**config.mk**
```make
export PLATFORM = sky130hd
export DESIGN_NAME = byte_shuffle_stride
export DESIGN_NICKNAME = d
export VERILOG_FILES = /design/src/rtl/core/bss_pkg.sv /design/src/rtl/core/bss_fifo.sv /design/src/rtl/core/bss_front.sv /design/src/rtl/core/bss_back.sv /design/src/rtl/core/byte_shuffle_stride.sv
export SDC_FILE = /design/constraint.sdc
export NUM_CORES = 1
export LEC_CHECK = 0
export BUFFER_PORTS_ARGS = -buffer_cell sky130_fd_sc_hd__buf_4
export CAP_MARGIN = 10
export CORE_ASPECT_RATIO = 1.1
export CORE_MARGIN = 2
export CORE_UTILIZATION = 55
export DETAILED_ROUTE_END_ITERATION = 16
export GPL_TIMING_DRIVEN = 1
export PLACE_DENSITY = 0.74
export REMOVE_ABC_BUFFERS = 1
export SLEW_MARGIN = 20
export SYNTH_ARGS = -nofsm -noshare
export SYNTH_HDL_FRONTEND = slang
export SYNTH_SLANG_ARGS = --single-unit
```
**constraint.sdc**
```tcl
create_clock -name clk -period 2.8 [get_ports clk]
set_input_delay 0 -clock clk [delete_from_list [all_inputs] [get_ports clk]]
set_output_delay 0 -clock clk [all_outputs]
set_load 0.05 [all_outputs]
```
**src/rtl/core/bss_pkg.sv**
```systemverilog
// Shared types and constants for the byte shuffle engine.
package bss_pkg;

    localparam int BUFFER_BYTES_DEF = 64;
    localparam int STRIDE_W         = 7;
    localparam logic [STRIDE_W-1:0] STRIDE_RESET = 7'd4;
    localparam int PASS_FACTOR      = 2;

    typedef struct packed {
        logic [7:0] data_byte;
        logic       is_last;
    } in_beat_t;

    typedef struct packed {
        logic [7:0] out_byte;
        logic       out_last;
        logic       overflow;
    } out_beat_t;

endpackage

```
**src/rtl/core/bss_fifo.sv**
```systemverilog
// Two-entry queue carrying run descriptors from the load side to the drain side.
module bss_fifo #(
    parameter int WIDTH = 8
) (
    input  logic             clk,
    input  logic             rst_n,
    input  logic             push,
    input  logic [WIDTH-1:0] push_data,
    output logic             full,
    input  logic             pop,
    output logic [WIDTH-1:0] pop_data,
    output logic             not_empty
);
    import bss_pkg::*;

    logic [WIDTH-1:0] entry_reg [2];
    logic             wr_ptr_reg, wr_ptr_next;
    logic             rd_ptr_reg, rd_ptr_next;
    logic [1:0]       fill_reg, fill_next;
    logic             do_push, do_pop;

    assign full      = (fill_reg == 2'd2);
    assign not_empty = (fill_reg != 2'd0);
    assign pop_data  = entry_reg[rd_ptr_reg];
    assign do_push   = push && !full;
    assign do_pop    = pop && not_empty;

    always_comb
    begin
        wr_ptr_next = do_push ? !wr_ptr_reg : wr_ptr_reg;
        rd_ptr_next = do_pop ? !rd_ptr_reg : rd_ptr_reg;
        fill_next   = fill_reg;
        if (do_push && !do_pop)
        begin
            fill_next = fill_reg + 2'd1;
        end
        else if (do_pop && !do_push)
        begin
            fill_next = fill_reg - 2'd1;
        end
    end

    always_ff @(posedge clk or negedge rst_n)
    begin
        if (!rst_n)
        begin
            wr_ptr_reg <= 1'b0;
            rd_ptr_reg <= 1'b0;
            fill_reg   <= 2'd0;
        end
        else
        begin
            wr_ptr_reg <= wr_ptr_next;
            rd_ptr_reg <= rd_ptr_next;
            fill_reg   <= fill_next;
        end
    end

    always_ff @(posedge clk)
    begin
        if (do_push)
        begin
            entry_reg[wr_ptr_reg] <= push_data;
        end
    end

endmodule

```
**src/rtl/core/bss_front.sv**
```systemverilog
// Load side: stores bytes, tracks count and overflow, emits one descriptor per run.
module bss_front #(
    parameter int BUFFER_BYTES = 64,
    parameter int AW = 6,
    parameter int CW = 7
) (
    input  logic                            clk,
    input  logic                            rst_n,
    input  logic                            in_valid,
    output logic                            in_ready,
    input  bss_pkg::in_beat_t               in_data,
    input  logic                            cfg_valid,
    input  logic [bss_pkg::STRIDE_W-1:0]    cfg_data,
    input  logic                            hold,
    output logic                            wr_en,
    output logic [AW-1:0]                   wr_addr,
    output logic [7:0]                      wr_data,
    output logic                            desc_push,
    output logic [CW+bss_pkg::STRIDE_W:0]   desc_data
);
    import bss_pkg::*;

    localparam int CMPW = (CW > STRIDE_W + 1) ? CW : STRIDE_W + 1;

    logic [STRIDE_W-1:0] stride_reg, stride_next;
    logic [CW-1:0]       count_reg, count_next;
    logic                ovf_reg, ovf_next;
    logic                accept, full, pass;
    logic [CW-1:0]       n_fin;
    logic [STRIDE_W-1:0] s_raw, s_eff;

    assign in_ready = !hold;
    assign accept   = in_valid && in_ready;
    assign full     = (count_reg == CW'(BUFFER_BYTES));

    assign wr_en    = accept && !full;
    assign wr_addr  = count_reg[AW-1:0];
    assign wr_data  = in_data.data_byte;

    always_comb
    begin
        n_fin = full ? count_reg : count_reg + CW'(1);
        // zero stride behaves as one
        s_raw = (stride_reg == '0) ? STRIDE_W'(1) : stride_reg;
        pass  = CMPW'(n_fin) < CMPW'(PASS_FACTOR) * CMPW'(s_raw);
        s_eff = pass ? STRIDE_W'(1) : s_raw;

        desc_push = accept && in_data.is_last;
        desc_data = {n_fin, s_eff, ovf_reg || full};

        stride_next = cfg_valid ? cfg_data : stride_reg;

        count_next = count_reg;
        ovf_next   = ovf_reg;
        if (desc_push)
        begin
            count_next = '0;
            ovf_next   = 1'b0;
        end
        else if (accept)
        begin
            if (full)
            begin
                ovf_next = 1'b1;
            end
            else
            begin
                count_next = count_reg + CW'(1);
            end
        end
    end

    always_ff @(posedge clk or negedge rst_n)
    begin
        if (!rst_n)
        begin
            stride_reg <= STRIDE_RESET;
            count_reg  <= '0;
            ovf_reg    <= 1'b0;
        end
        else
        begin
            stride_reg <= stride_next;
            count_reg  <= count_next;
            ovf_reg    <= ovf_next;
        end
    end

endmodule

```
**src/rtl/core/bss_back.sv**
```systemverilog
// Drain side: byte store and column-major read sequencer with registered output.
module bss_back #(
    parameter int BUFFER_BYTES = 64,
    parameter int AW = 6,
    parameter int CW = 7
) (
    input  logic                            clk,
    input  logic                            rst_n,
    input  logic                            wr_en,
    input  logic [AW-1:0]                   wr_addr,
    input  logic [7:0]                      wr_data,
    input  logic                            desc_valid,
    input  logic [CW+bss_pkg::STRIDE_W:0]   desc_data,
    output logic                            desc_pop,
    output logic                            busy,
    output logic                            out_valid,
    input  logic                            out_ready,
    output bss_pkg::out_beat_t              out_data
);
    import bss_pkg::*;

    localparam int SW = ((CW > STRIDE_W) ? CW : STRIDE_W) + 1;

    logic [7:0]          mem [BUFFER_BYTES];

    logic                active_reg, active_next;
    logic                out_valid_reg, out_valid_next;
    logic [CW-1:0]       n_reg, n_next;
    logic [STRIDE_W-1:0] s_reg, s_next;
    logic                ovf_reg, ovf_next;
    logic [AW-1:0]       src_reg, src_next;
    logic [STRIDE_W-1:0] col_reg, col_next;
    logic [CW-1:0]       k_reg, k_next;
    logic [7:0]          rd_byte_reg;
    logic                last_reg, ovf_out_reg;

    logic                issue, k_last, wrap;
    logic [SW-1:0]       src_sum;
    logic [STRIDE_W-1:0] col_inc;

    assign desc_pop  = desc_valid && !active_reg;
    assign issue     = active_reg && (!out_valid_reg || out_ready);
    assign busy      = active_reg;
    assign out_valid = out_valid_reg;
    assign out_data  = '{out_byte: rd_byte_reg, out_last: last_reg, overflow: ovf_out_reg};

    always_comb
    begin
        k_last  = ((CW+1)'(k_reg) + (CW+1)'(1)) == (CW+1)'(n_reg);
        src_sum = SW'(src_reg) + SW'(s_reg);
        wrap    = src_sum >= SW'(n_reg);
        col_inc = col_reg + STRIDE_W'(1);

        active_next    = active_reg;
        out_valid_next = out_valid_reg;
        n_next         = n_reg;
        s_next         = s_reg;
        ovf_next       = ovf_reg;
        src_next       = src_reg;
        col_next       = col_reg;
        k_next         = k_reg;

        if (desc_pop)
        begin
            // load a new run and start at column zero
            active_next = 1'b1;
            n_next      = desc_data[CW+STRIDE_W:STRIDE_W+1];
            s_next      = desc_data[STRIDE_W:1];
            ovf_next    = desc_data[0];
            src_next    = '0;
            col_next    = '0;
            k_next      = '0;
        end
        else if (issue)
        begin
            k_next = k_reg + CW'(1);
            if (k_last)
            begin
                active_next = 1'b0;
            end
            if (wrap)
            begin
                col_next = col_inc;
                src_next = AW'(col_inc);
            end
            else
            begin
                src_next = src_sum[AW-1:0];
            end
        end

        if (issue)
        begin
            out_valid_next = 1'b1;
        end
        else if (out_ready)
        begin
            out_valid_next = 1'b0;
        end
    end

    always_ff @(posedge clk or negedge rst_n)
    begin
        if (!rst_n)
        begin
            active_reg    <= 1'b0;
            out_valid_reg <= 1'b0;
        end
        else
        begin
            active_reg    <= active_next;
            out_valid_reg <= out_valid_next;
        end
    end

    always_ff @(posedge clk)
    begin
        n_reg   <= n_next;
        s_reg   <= s_next;
        ovf_reg <= ovf_next;
        src_reg <= src_next;
        col_reg <= col_next;
        k_reg   <= k_next;
    end

    always_ff @(posedge clk)
    begin
        if (wr_en)
        begin
            mem[wr_addr] <= wr_data;
        end
        if (issue)
        begin
            rd_byte_reg <= mem[src_reg];
            last_reg    <= k_last;
            ovf_out_reg <= ovf_reg;
        end
    end

endmodule

```
**src/rtl/core/byte_shuffle_stride.sv**
```systemverilog
// Top level of the byte shuffle engine: load side, descriptor queue, drain side.
//
// Input beats carry one byte and an is_last mark. Bytes are written into a
// store of BUFFER_BYTES entries; loads that find the store full are dropped
// and flag the run as overflowed. The beat with is_last closes the buffer and
// queues a run of n bytes for the drain side.
// The drain side reads the store in column-major order: every stride-th byte
// from offset 0, then from offset 1, up to offset stride-1. Runs shorter than
// twice the stride (or stride zero) come out in load order.
// Once the is_last beat is accepted, its descriptor passes through the queue,
// the drain side loads it and reads the first byte into the output register;
// then one beat per cycle while out_ready is high. in_ready drops from the
// cycle after is_last until the drain has read its last byte, so loading and
// draining never overlap; the single shared store sets that.
// The output register lets the next buffer load while the final byte waits.
// A stalled receiver holds the output register and pauses the read sequencer.
// The stride register is written on the cfg channel (always ready) and must
// only change while the block is idle. Reset clears the counts, the queue and
// the output valid, and sets stride to 4; the store needs no clearing.
module byte_shuffle_stride #(
    parameter int BUFFER_BYTES = bss_pkg::BUFFER_BYTES_DEF
) (
    input  logic                         clk,
    input  logic                         rst_n,
    input  logic                         in_valid,
    output logic                         in_ready,
    input  bss_pkg::in_beat_t            in_data,
    output logic                         out_valid,
    input  logic                         out_ready,
    output bss_pkg::out_beat_t           out_data,
    input  logic                         cfg_valid,
    output logic                         cfg_ready,
    input  logic [bss_pkg::STRIDE_W-1:0] cfg_data
);
    import bss_pkg::*;

    // store address and byte count widths
    localparam int AW = (BUFFER_BYTES > 1) ? $clog2(BUFFER_BYTES) : 1;
    localparam int CW = $clog2(BUFFER_BYTES + 1);
    // descriptor: {n, effective stride, overflow}
    localparam int DW = CW + STRIDE_W + 1;

    logic          wr_en;
    logic [AW-1:0] wr_addr;
    logic [7:0]    wr_data;
    logic          desc_push, desc_pop, desc_valid, desc_full;
    logic [DW-1:0] desc_in, desc_out;
    logic          back_busy;
    logic          hold;

    // the store is shared, so hold loads while any run is queued or draining
    assign hold      = desc_valid || back_busy;
    assign cfg_ready = 1'b1;

    bss_front #(
        .BUFFER_BYTES(BUFFER_BYTES),
        .AW          (AW),
        .CW          (CW)
    ) u_front (
        .clk      (clk),
        .rst_n    (rst_n),
        .in_valid (in_valid),
        .in_ready (in_ready),
        .in_data  (in_data),
        .cfg_valid(cfg_valid && cfg_ready),
        .cfg_data (cfg_data),
        .hold     (hold),
        .wr_en    (wr_en),
        .wr_addr  (wr_addr),
        .wr_data  (wr_data),
        .desc_push(desc_push),
        .desc_data(desc_in)
    );

    bss_fifo #(
        .WIDTH(DW)
    ) u_fifo (
        .clk      (clk),
        .rst_n    (rst_n),
        .push     (desc_push),
        .push_data(desc_in),
        .full     (desc_full),
        .pop      (desc_pop),
        .pop_data (desc_out),
        .not_empty(desc_valid)
    );

    bss_back #(
        .BUFFER_BYTES(BUFFER_BYTES),
        .AW          (AW),
        .CW          (CW)
    ) u_back (
        .clk       (clk),
        .rst_n     (rst_n),
        .wr_en     (wr_en),
        .wr_addr   (wr_addr),
        .wr_data   (wr_data),
        .desc_valid(desc_valid),
        .desc_data (desc_out),
        .desc_pop  (desc_pop),
        .busy      (back_busy),
        .out_valid (out_valid),
        .out_ready (out_ready),
        .out_data  (out_data)
    );

    // a byte load never overlaps a queued or draining run
    a_load_when_idle: assert property (@(posedge clk) disable iff (!rst_n)
        (in_valid && in_ready) |-> (!back_busy && !desc_valid))
        else $error("byte loaded while a run is pending");

    // a descriptor is never pushed into a full queue
    a_no_push_full: assert property (@(posedge clk) disable iff (!rst_n)
        desc_push |-> !desc_full)
        else $error("descriptor pushed into full queue");

    // the overflow flag stays constant across the beats of one run
    a_ovf_steady: assert property (@(posedge clk) disable iff (!rst_n)
        (out_valid && out_ready && !out_data.out_last) |=>
        (!out_valid || (out_data.overflow == $past(out_data.overflow))))
        else $error("overflow flag changed inside a run");

endmodule

```
Word-level counts from Yosys, hierarchy flattened. Memories as Yosys holds them, arrays and structs flattened. A register that Yosys moved wholly into a read port is not among the register bits. Cells that the tools add are included.

RAM bits: 542. Memories kept: 2. Word-level logic and storage cells: 79. Latch bits: 0. Flip-flop bits (word level): 43. Memory bits (read-only): 0.

Memories: u_back.mem (depth 64, width 8, rd ports 1, clocked after Yosys merged registers in 1, write ports 1, RTL line bss_back.sv:24) `logic [7:0] mem [BUFFER_BYTES];`; u_fifo.entry_reg (depth 2, width 15, rd ports 1, clocked after Yosys merged registers in 1, write ports 1, RTL line bss_fifo.sv:16) `logic [WIDTH-1:0] entry_reg [2];`.

Divide/modulo/power cells: 0. $lt $le $gt $ge: 2. Reduce and logical (&&, ||, !) cells: 32. Equal/unequal tests: 3. Add/sub/neg operators: 7. Shift-type cells: 0. Bitwise logic cells: 0. Muxes and demuxes: 20. Multiply operators: 0.

Operator list (number): $mux 7 (5); $add 7x1->7 const B (3); $reduce_bool 2->1 (7); $mux 1 (12); $logic_and 1x1->1 (9); $logic_not 1->1 (9); $add 6x7->8 (1); $add 7x1->8 const B (1); $eq 8x7->1 (1); $ge 8x7->1 (1); $lt 7x8->1 (1); $eq 7x7->1 const B (1); $logic_not 7->1 (1); $mux 6 (1); $reduce_and 2->1 (3); $mux 2 (2); $logic_or 1x1->1 (3); $add 2x1->2 const B (1); $eq 2x2->1 const B (1); $sub 2x1->2 const B (1).

Logic depth before layout (Yosys ltp).
Word-level depth: 10. Mapped depth: 13. Gate-level depth less buffers: 13.

Hierarchy. Synthesis repeated with hierarchy kept, for this count alone.

Cell total of the unflattened synthesis: 1367. Area, all modules: 24880.1 um2.

Modules (own cells, without submodules): bss_back (seq. area each 16555.9 um2, cells an instance 1179, area each 22482.8 um2, instances 1); bss_fifo (seq. area each 1001.0 um2, cells an instance 66, area each 1335.0 um2, instances 1); bss_front (seq. area each 376.6 um2, cells an instance 119, area each 1044.8 um2, instances 1); byte_shuffle_stride (seq. area each 0.0 um2, cells an instance 3, area each 17.5 um2, instances 1).

Worst setup path before layout. OpenSTA, ideal clock, no wires.

Path type: register to register. Start: reg u_back.s_reg[0] (read register of u_fifo.entry_reg). End: reg u_back.src_reg[1]. Arrival time: 2.886 ns. Library setup time: 0.152 ns. Cell stages (with the launch flop): 14. Data required time: 2.648 ns. Period minus slack after synthesis: 3.037 ns. Slack: -0.237 ns. Path buffers: 0. Cells stage by stage: edfxtp_1 > ha_1 > fa_1 > a21o_1 > a21oi_1 > o21bai_1 > a21oi_1 > xnor2_1 > ha_1 > a221oi_1 > o31a_1 > and2_1 > mux2i_1 > a21oi_1.

Longest elaborated chain between the ends: 3.

Ends and longest elaborated chain: start: declaration (RTL line bss_back.sv:29) `logic [STRIDE_W-1:0] s_reg, s_next;`; $add 6x7->8 * (RTL line bss_back.sv:50) `src_sum = SW'(src_reg) + SW'(s_reg);`; $ge 8x7->1 (RTL line bss_back.sv:51) `wrap = src_sum >= SW'(n_reg);`; $mux 6 * (RTL line bss_back.sv:81) `if (wrap)`; end signal: assignment (RTL line bss_back.sv:121) `src_reg <= src_next;`; end: declaration (RTL line bss_back.sv:31) `logic [AW-1:0] src_reg, src_next;`.

Every way passes the cells marked *; elsewhere a longest branch is shown, timed or not. A chain may end at the register's enable or synchronous reset.

Worst setup path after layout.
Start: reg u_back.s_reg[0] (read register of u_fifo.entry_reg). End: reg u_back.col_reg[5].

Longest elaborated chain between the ends: 3.

Ends and longest elaborated chain: $add 6x7->8 (RTL line bss_back.sv:50); $ge 8x7->1 (RTL line bss_back.sv:51); $reduce_and 2->1 (no source line); end signal: assignment (RTL line bss_back.sv:122) `col_reg <= col_next;`; end: declaration (RTL line bss_back.sv:32) `logic [STRIDE_W-1:0] col_reg, col_next;`.

Every way passes these cells.

==> summary.md <==
| Metric | Value |
|---|---|
| Initial core utilization | 55.9% |
| Largest net degree at the start of global routing | 65 |
| Area of all sequential standard cells | 17900 sq um |
| Asr flop ratio synth | 3.46% |
| Flop pwr share | 40.8% |
| Critical-path maximum fanout | 8 |
| # nets final | 1556 |
| Largest family of logic cells by synthesized area | multiplexers |
| Layout cells sized above 1 | 26.5% |
| Failing checks | negative setup slack |
| Worst setup path endpoint | u_back.col_reg[5] |
| IO buf count | 32 |
| Synthesized area per cell | 18.4 sq um |
| Leakage | 9.56 nW |
| Count leader, synth | edfxtp_1 |
| Status | finished, violations left |
| Placeable Area | 43500 sq um |
| Total length of routed wires | 54.3 mm |
| Max-cap violations | 0 |
| Via count | 13200 |
| CTS tree | built |
| Yosys cell types | 60 |
| Clock sinks | 607 |
| Post-place setup slack | -0.476 ns |
| Post-synthesis cell count | 1325 |
| Clk_lat worst skew | 0.62 ns |
| Seq/Total Area, Yosys | 73.7% |
| Cts bufs inserted | 57 |
| Crit end category | flop |
| Layout fillers | 2827 |
| XOR/XNOR Fraction of Synth Area | 1.22% |
| Post-synthesis mux area share | 13.0% |
| Site Rows | 80 |
| RR Endpoint | u_back.col_reg[5] |
| Vias in the first global route | 13500 |
| Critical path startpoint | u_back.s_reg[0] |
| Layout Cells excl Fill | 2134 |
| Clock power frac | 30.1% |
| Mapped cell area | 24300 sq um |
| Yosys top cell area share | 70.0% |
| Pre-Repair DR Iteration Count | 7 |
| Final Hold Fails | 0 |
| Final period util | 110% |
| Vias per cell | 6.19 |
| Slew Limit Fails | 0 |
| Reg2Reg Setup Slack | -0.28 ns |
| Setup TNS | -2.24 ns |
| Placed cell area | 25900 sq um |
| Post-synth EDFFs | 567 |
| Antenna violations before repair | 1 |
| Max reg flops | 512 |
| FF+latch count, synth | 607 |
| ANT nets after route | 0 |
| Placed insts | 1986 |
| DRC Markers | 0 |
| Iteration-0 DRC Markers | 1357 |
| Setup Skew | 0.0213 ns |
| Measured slew at the worst slew-check pin | 0.735 ns |
| Die Wd | 205 um |
| VDD IR max | 0.000549 V |
| Worst setup SP type | flop |
| CTS root buf | clkbuf_16 |
| Syn-to-layout area delta | 15.9% |
| Reg2reg start | u_back.s_reg[0] |
| Final Setup Violations | 14 |
| CTS clk-pin slew, worst paths | 0.06 ns |
| RSZ-0062 raised after global routing | true |
| HP Class | input port to flop |
| CP Data Arrival Time | 3.60 ns |
| Setup ws final | -0.283 ns |
| Sw Pwr | 7.76 mW |
| CP required | 3.31 ns |
| Setup CP Type | flop to flop |
| WL/cell | 25.4 um |
| Max Freq | 324 MHz |
| Hold Crit Start | cfg_valid |
| Die Footprint | 46000 sq um |
| Slew HR | 51.0% |
| Finished Cell Area | 28200 sq um |
| Top cells by count, synth | 567 x edfxtp_1, 117 x mux4_2, 116 x nor2_1 |
| GRT Overall Usage | 24.7% |
| DP Wirelength | 33.1 mm |
| Yosys Warn Count | 0 |
| Fin crit period | 3.08 ns |
| Worst reg2reg path depth | 15 |
| Multi-input logic area | 5980 sq um |
| Cell Int Power | 17.9 mW |
| Top-level port count | 34 |
| Cell taking the most area after synthesis | edfxtp_1 |
| Compound-Gate Fraction of Synth Area | 4.07% |
| Pwr dens | 909 nW/um^2 |
| Gpl congestion | 0.908 |
| H-tree levels | 2 |
| Total congestion overflow | 0 |
| Switching share of power | 30.3% |
| Main synth FF type | edfxtp_1 |
| Post-synthesis adder-cell area fraction | 1.26% |
| First-pass GRT wire length | 83.4 mm |
| CTS Buffer Depth | 3 |
| Synth Area in Simple Gates | 4.77% |
| Top cells by area, synth | edfxtp_1 70%, mux4_2 11%, dfrtp_1 2.1%, nor2_1 1.8%, dfxtp_1 1.6% |
| Chip Height | 225 um |
| Logic pwr share | 29.1% |
-- repair_timing --
item | CTS | global route
gates resized for setup | 12 | 5
buffers inserted | 3 | 2
gates cloned | 1 | 0
hold endpoints to repair | 553 | 0
setup endpoints to repair | 18 | 30
pin swaps | 9 | 5
hold buffers | 34 | 0
-- metrics by stage --
step                total power, mW  hold slack (ns)  util (%)
floorplan                      15.0           -0.296         -
global placement               17.6          -0.0779      59.4
detailed placement             17.8          -0.0754      59.4
CTS                            25.7            0.139      64.7
global route                   26.6            0.220      64.8
finish                         25.6            0.204      64.8
-- layout make-up --
type | instances | share of cell area [%]
Timing Repair Buffer | 193 | 5.70
Clock inverter | 38 | 1.30
Antenna cell | 2 | 0.0177
Inverter | 22 | 0.293
Multi-Input combinational cell | 630 | 21.2
Tap cell | 574 | 2.55
Sequential cell | 607 | 63.6
Clock buffer | 68 | 5.32
-- layout by cell type, fill, tap and decap left out, types with 18 or more instances in the layout --
cell type,count
edfxtp_1,567
dlygate4sd3_1,33
ha_1,22
mux2i_1,30
mux2_2,18
dfrtp_1,20
a22oi_1,28
clkbuf_16,58
inv_1,22
nor2_1,115
mux4_2,117
a21oi_1,30
buf_4,153
o21ai_0,29
nand2_1,50
xnor2_1,21
-- power groups by stage --
stage	clock network, mW	registers (mW)	logic (mW)
detailed placement	0	10.7	7.13
finish	7.72	10.5	7.46
global placement	0	10.6	7.00
global route	8.16	10.5	7.96
CTS	7.81	10.5	7.41
floorplan	0	11.4	3.53
-- worst min path at each step --
stage,end,cells after the start,slack (ns)
global placement,u_fifo.fill_reg[0],1,-0.08
floorplan,u_back.busy,0,-0.30
detailed placement,u_fifo.fill_reg[1],1,-0.08
CTS,u_front.stride_reg[2],3,0.14
global route,u_front.stride_reg[1],3,0.22
finish,u_front.stride_reg[1],3,0.20
-- cells by family (layout without fill, tap and decap cells) --
| group | Yosys count | count (layout) |
|---|---|---|
| multiplexers | 166 | 166 |
| AO/OA/AOI/OAI | 154 | 154 |
| flip-flops | 607 | 607 |
| buffers and inverters | 89 | 321 |
| AND/OR/NAND/NOR | 249 | 249 |
| XOR/XNOR | 34 | 34 |
| other | 2 | 5 |
| adder cells (fa/ha/maj) | 24 | 24 |
-- routing by layer --
layer | vias to the layer above | GRT usage [%] | part of all wire (%)
met1 | 6787 | 34.2 | 39
met5 | - | 0 | 0
li1 | 5647 | - | -
met3 | 128 | 4.16 | 7.8
met2 | 638 | 39.7 | 50
met4 | 0 | 9.35 | 3.4
-- worst max-delay path, cell delays in order (launching register included) --
cell and delay, ns:
edfxtp_1 0.37, ha_2 0.19, fa_2 0.35, a21o_1 0.18, a21oi_2 0.15, buf_4 0.13
buf_4 0.09, xnor2_1 0.07, ha_1 0.19, a21o_1 0.19, a221oi_2 0.24, o31a_1 0.23
buf_6 0.12, a21oi_4 0.08, buf_4 0.18, a31o_2 0.21
(Power assumes the default switching activity.)
